[src/rtl/core/pc_sample_histogram_top_k_assert.svh]
// Assertion macros shared by the profiler RTL.
`ifndef PC_SAMPLE_HISTOGRAM_TOP_K_ASSERT_SVH
`define PC_SAMPLE_HISTOGRAM_TOP_K_ASSERT_SVH

// Same-cycle implication, checked on every clock outside reset.
`define PCH_ASSERT_IMP(lbl, ante, cons, msg) \
  lbl: assert property (@(posedge clk_i) disable iff (!rst_ni) (ante) |-> (cons)) \
    else $error(msg);

// Next-cycle implication, checked on every clock outside reset.
`define PCH_ASSERT_NXT(lbl, ante, cons, msg) \
  lbl: assert property (@(posedge clk_i) disable iff (!rst_ni) (ante) |=> (cons)) \
    else $error(msg);

`endif

[src/rtl/core/pch_pkg.sv]
// Shared constants and codes of the PC sampling profiler.
`timescale 1ns / 1ps
package pch_pkg;

  localparam int unsigned NumBinsDefault = 4096;
  localparam int unsigned TopKDefault    = 10;

  localparam int unsigned CntW     = 32;
  localparam int unsigned AddrW    = 32;
  localparam int unsigned RankOutW = 4;
  localparam int unsigned FuncW    = 2;
  localparam int unsigned CfgIdxW  = 2;

  localparam logic [AddrW-1:0] TextBaseReset = 32'h0000_8000;
  localparam logic [CntW-1:0]  CntMax        = '1;

  // Item kinds carried in tuser
  localparam logic [FuncW-1:0] FuncSample = 2'd0;
  localparam logic [FuncW-1:0] FuncClear  = 2'd1;
  localparam logic [FuncW-1:0] FuncReport = 2'd2;

  // Configuration register indexes
  localparam logic [CfgIdxW-1:0] RegTextBase = 2'd0;
  localparam logic [CfgIdxW-1:0] RegSampleEn = 2'd1;

  // Result status codes
  localparam logic StatusOk    = 1'b0;
  localparam logic StatusNoRun = 1'b1;

endpackage

[src/rtl/core/pch_cell.sv]
// One cell of the sorted top-K chain: holds a bin, passes the loser on.
`timescale 1ns / 1ps
module pch_cell #(
  parameter int unsigned IdxW = 12
) (
  input  logic                    clk_i,
  input  logic                    rst_ni,
  input  logic                    clr_i,
  input  logic                    in_valid_i,
  input  logic [IdxW-1:0]         in_idx_i,
  input  logic [pch_pkg::CntW-1:0] in_cnt_i,
  output logic                    pass_valid_o,
  output logic [IdxW-1:0]         pass_idx_o,
  output logic [pch_pkg::CntW-1:0] pass_cnt_o,
  output logic [IdxW-1:0]         held_idx_o,
  output logic [pch_pkg::CntW-1:0] held_cnt_o
);

  logic                     held_valid_q;
  logic [IdxW-1:0]          held_idx_q;
  logic [pch_pkg::CntW-1:0] held_cnt_q;
  logic                     pass_valid_q;
  logic [IdxW-1:0]          pass_idx_q;
  logic [pch_pkg::CntW-1:0] pass_cnt_q;
  logic                     in_wins;

  // Incoming bin ranks higher on a larger count, or on an equal count at a lower bin
  assign in_wins = !held_valid_q || (in_cnt_i > held_cnt_q) ||
                   ((in_cnt_i == held_cnt_q) && (in_idx_i < held_idx_q));

  // Keep the higher-ranked bin, pass the other one down the chain
  always_ff @(posedge clk_i or negedge rst_ni) begin
    if (!rst_ni) begin
      held_valid_q <= 1'b0;
      pass_valid_q <= 1'b0;
    end else if (clr_i) begin
      held_valid_q <= 1'b0;
      pass_valid_q <= 1'b0;
    end else if (in_valid_i) begin
      if (!held_valid_q) begin
        held_valid_q <= 1'b1;
        pass_valid_q <= 1'b0;
      end else begin
        pass_valid_q <= 1'b1;
      end
    end else begin
      pass_valid_q <= 1'b0;
    end
  end

  // Payload: swap when the incoming bin wins
  always_ff @(posedge clk_i) begin
    if (in_valid_i) begin
      if (in_wins) begin
        held_idx_q <= in_idx_i;
        held_cnt_q <= in_cnt_i;
        pass_idx_q <= held_idx_q;
        pass_cnt_q <= held_cnt_q;
      end else begin
        pass_idx_q <= in_idx_i;
        pass_cnt_q <= in_cnt_i;
      end
    end
  end

  assign pass_valid_o = pass_valid_q;
  assign pass_idx_o   = pass_idx_q;
  assign pass_cnt_o   = pass_cnt_q;
  assign held_idx_o   = held_idx_q;
  assign held_cnt_o   = held_cnt_q;

endmodule

[config.mk]
export PLATFORM = sky130hd
export DESIGN_NAME = pch_cell
export DESIGN_NICKNAME = d
export VERILOG_FILES = /design/src/rtl/core/pc_sample_histogram_top_k_assert.svh /design/src/rtl/core/pch_pkg.sv /design/src/rtl/core/pch_cell.sv
export SDC_FILE = /design/constraint.sdc
export NUM_CORES = 1
export LEC_CHECK = 0
export ABC_AREA = 1
export BUFFER_PORTS_ARGS = -buffer_cell sky130_fd_sc_hd__buf_2
export CORE_AREA = 2 2 95 97
export DETAILED_ROUTE_END_ITERATION = 10
export DIE_AREA = 0 0 97 99
export GPL_TIMING_DRIVEN = 1
export PLACE_DENSITY = 0.82
export SLEW_MARGIN = 20
export SYNTH_ARGS = -nofsm -noshare
export SYNTH_HDL_FRONTEND = slang
export SYNTH_SLANG_ARGS = --single-unit
[constraint.sdc]
create_clock -name clk_i -period 11.7 [get_ports clk_i]
set_input_delay 2.925 -clock clk_i [delete_from_list [all_inputs] [get_ports clk_i]]
set_output_delay 2.925 -clock clk_i [all_outputs]
set_load 0.005 [all_outputs]
==> flow_summary.toml <==
[layout]
multi_input_comb_area_sq_mm = 0.00156
num_antenna_cells = 0
finalNetCount = 666
post_layout_nonfiller_instances = 688
ff_latch_area_sq_mm = 0.00269
drive_above_1_share_pct = 28.3
syn_to_final_growth_pct = 22.2
count_of_filler_cells_inserted_in_the_layout = 675
layout.core_utilization_pct = 65.2

[placement]
dp_cells = 672
weighted_congestion_at_the_end_of_routability_driven_global_placement = 0.812
placement.setup.worst_slack_ps = 5530
numPortBuffers = 136
dp_hpwl_microns = 7660

[setup_path]
cp_max_fo = 46
start_kind = "primary input"
critPathRequiredTime_ps = 11710
worst_ep_arrival_time_ps = 5800
timing_worst_setup_path_type = "in -> reg"
critical_path_sink_type = "flop"

[drt]
routed_wl_microns = 10800
avgRoutedWirePerCell_microns = 15.6
avgViaCountPerCell = 5.18
drtAntennaViolNets = 0
drc = 0
initialDrtViolationCount = 202
via_count = 3563
firstDrtPassIters = 6

[clocking]
ctsRootBufferMaster = "sky130_fd_sc_hd__clkbuf_8"
worst_setup_hold_path_clk_slew_ps = 90
later_pin_clock_latency_in_the_skew_report_ps = 350
clock_sinks = 90
cts_tree = "built"
numCtsBuffers = 9
cts-resized-gates = 0
clock_path_buffers = 2
holdBufCountCts = 0
post-cts-setup-buffer-count = 0
htreeDepth = 3

[sta]
final.period_utilization_pct = 49.4
rsz0062_at_grt = "false"
worst_slew_pin_slew_ps = 984
final.setup.tns_ps = 0
finalWorstPathRequiredPeriod_ps = 5790
fmax_mhz = 173
drv_slew = 0
finalHoldViolations = 0
max_slew_margin_pct = 34.2
min_setup_slack_post_route_ps = 5910
finalSetupViolations = 0
clock_skew_ps = 16.6

[worst_hold_path]
timing.hold.worst.class = "reg -> reg"

[grt]
antenna_violations_before_repair = 0
grt_first_pass_wirelength_microns = 16900
grt_start_max_net_pins = 47
globalRouteTotalUtil_pct = 22.3
globalRoute.totalOverflow = 0
grt_pass1_vias = 3555

[synthesis]
synthTopCellsByArea = "sky130_fd_sc_hd__edfxtp_1 58%, sky130_fd_sc_hd__ha_1 12%, sky130_fd_sc_hd__nand2_1 11%"
synth_area_per_cell_sq_um = 10.4
post_synth_inst_count = 437
yosys.area.top_type_share_pct = 57.9
ys_types = 20
netlist_area_sq_mm = 0.00456
synth.largest_area_cell = "sky130_fd_sc_hd__edfxtp_1"
ys_seq_elements = 90
yosysSeqAreaShare_pct = 59.0
yosysWarnings = 0
postSynthNetCount = 528

[floorplan]
die_width_microns = 97
fp.coreArea_sq_mm = 0.00855
floorplan.rows = 34
die_height_microns = 99
effective_utilization_at_floorplan_pct = 53.4
ios = 137
die_area_sq_mm = 0.00960

[status]
run_status = "finished clean"

[power_and_ir_drop]
power_density_mw_per_mm2 = 140
p_leak_nw = 2.80
worst_ir_drop_vdd_uv = 79.7

[flow_run]
maxCapViolations = 0
[layer usage]
metal	global-route usage, %	part of all wire, %
met3	3.12	5.0
met5	0	0
met1	27.2	40
met2	40.4	54
met4	8.02	1.7
[where the power goes]
| part | switching (mW) | internal [mW] |
|---|---|---|
| sequential | 0.0113 | 0.386 |
| combinational | 0.0779 | 0.0479 |
| clock | 0.115 | 0.144 |
[cell usage after synthesis, drive strengths merged]
cell and number:
inv 62, nand3 51, o21a 3, buf 12, ha 43, a21oi 21, dfrtp 2, nor3 2
nand2 137, nor2 11, o21ai 5, edfxtp 88
[cell usage in the layout, fill, tap and decap left out, drive strengths merged, types with 3 or more instances in the layout]
cell type | Yosys | layout
a21oi | 21 | 21
buf | 12 | 139
bufinv | 0 | 3
clkbuf | 0 | 9
edfxtp | 88 | 88
ha | 43 | 43
inv | 62 | 64
nand2 | 137 | 137
nand3 | 51 | 51
nor2 | 11 | 11
o21a | 3 | 3
o21ai | 5 | 5
[layout make-up]
type                            instances  area share (%)
Clock buffer                            9            2.22
Sequential cell                        90            48.3
Clock inverter                          7            2.22
Tap cell                              108            2.42
Timing Repair Buffer                  139            12.6
Multi-Input combinational cell        273            28.1
Inverter                               62            4.17
[state kept, by name, summed over array words and instances, names as in the netlist]
register	flops
held_cnt_o	32
held_idx_o	12
held_valid_q	1
pass_cnt_o	32
pass_idx_o	12
pass_valid_o	1
[worst max-delay path: stages]
cell and delay (ps):
sky130_fd_sc_hd__buf_2 120, sky130_fd_sc_hd__ha_1 300, sky130_fd_sc_hd__nand2_1 80, sky130_fd_sc_hd__nor2_1 140
sky130_fd_sc_hd__nand3_1 140, sky130_fd_sc_hd__nor2_2 140, sky130_fd_sc_hd__nand2_1 60, sky130_fd_sc_hd__nand2_1 70
sky130_fd_sc_hd__nand2_2 560, sky130_fd_sc_hd__a21oi_4 770, sky130_fd_sc_hd__buf_4 460
[metrics by stage]
stage                     power (mW)  cell area [sq um]  hold slack (ps)
after global placement         0.521               5330              542
after CTS                      0.786               5580              582
after detailed placement       0.530               5330              558
after floorplan                0.472               4560              521
final                          0.782               5580              580
after global routing           0.816               5580              610
[path summary, 6_finish.rpt]
kind,cells past startpoint,to,slack (ps),start
worst max-delay path,11,held_cnt_o[19],5910,in_cnt_i[23]
max in group asynchronous,1,held_valid_q,9270,rst_ni
worst min register to register,2,pass_cnt_o[30],580,held_cnt_o[30]
min in group asynchronous,1,pass_valid_o,2330,rst_ni
worst min-delay path,2,pass_cnt_o[30],580,held_cnt_o[30]
worst max register to register,11,held_cnt_o[19],8140,held_cnt_o[23]
[logic make-up (layout without fill, tap and decap cells)]
group | after synthesis | in the layout | synth area share [%]
compound gates | 29 | 29 | 3.59
simple gates | 201 | 201 | 18.6
buf+inv | 74 | 217 | 6.96
fa+ha+maj | 43 | 43 | 11.8
flops | 90 | 90 | 59.0
Note: power is estimated with default switching activity, not from simulation.
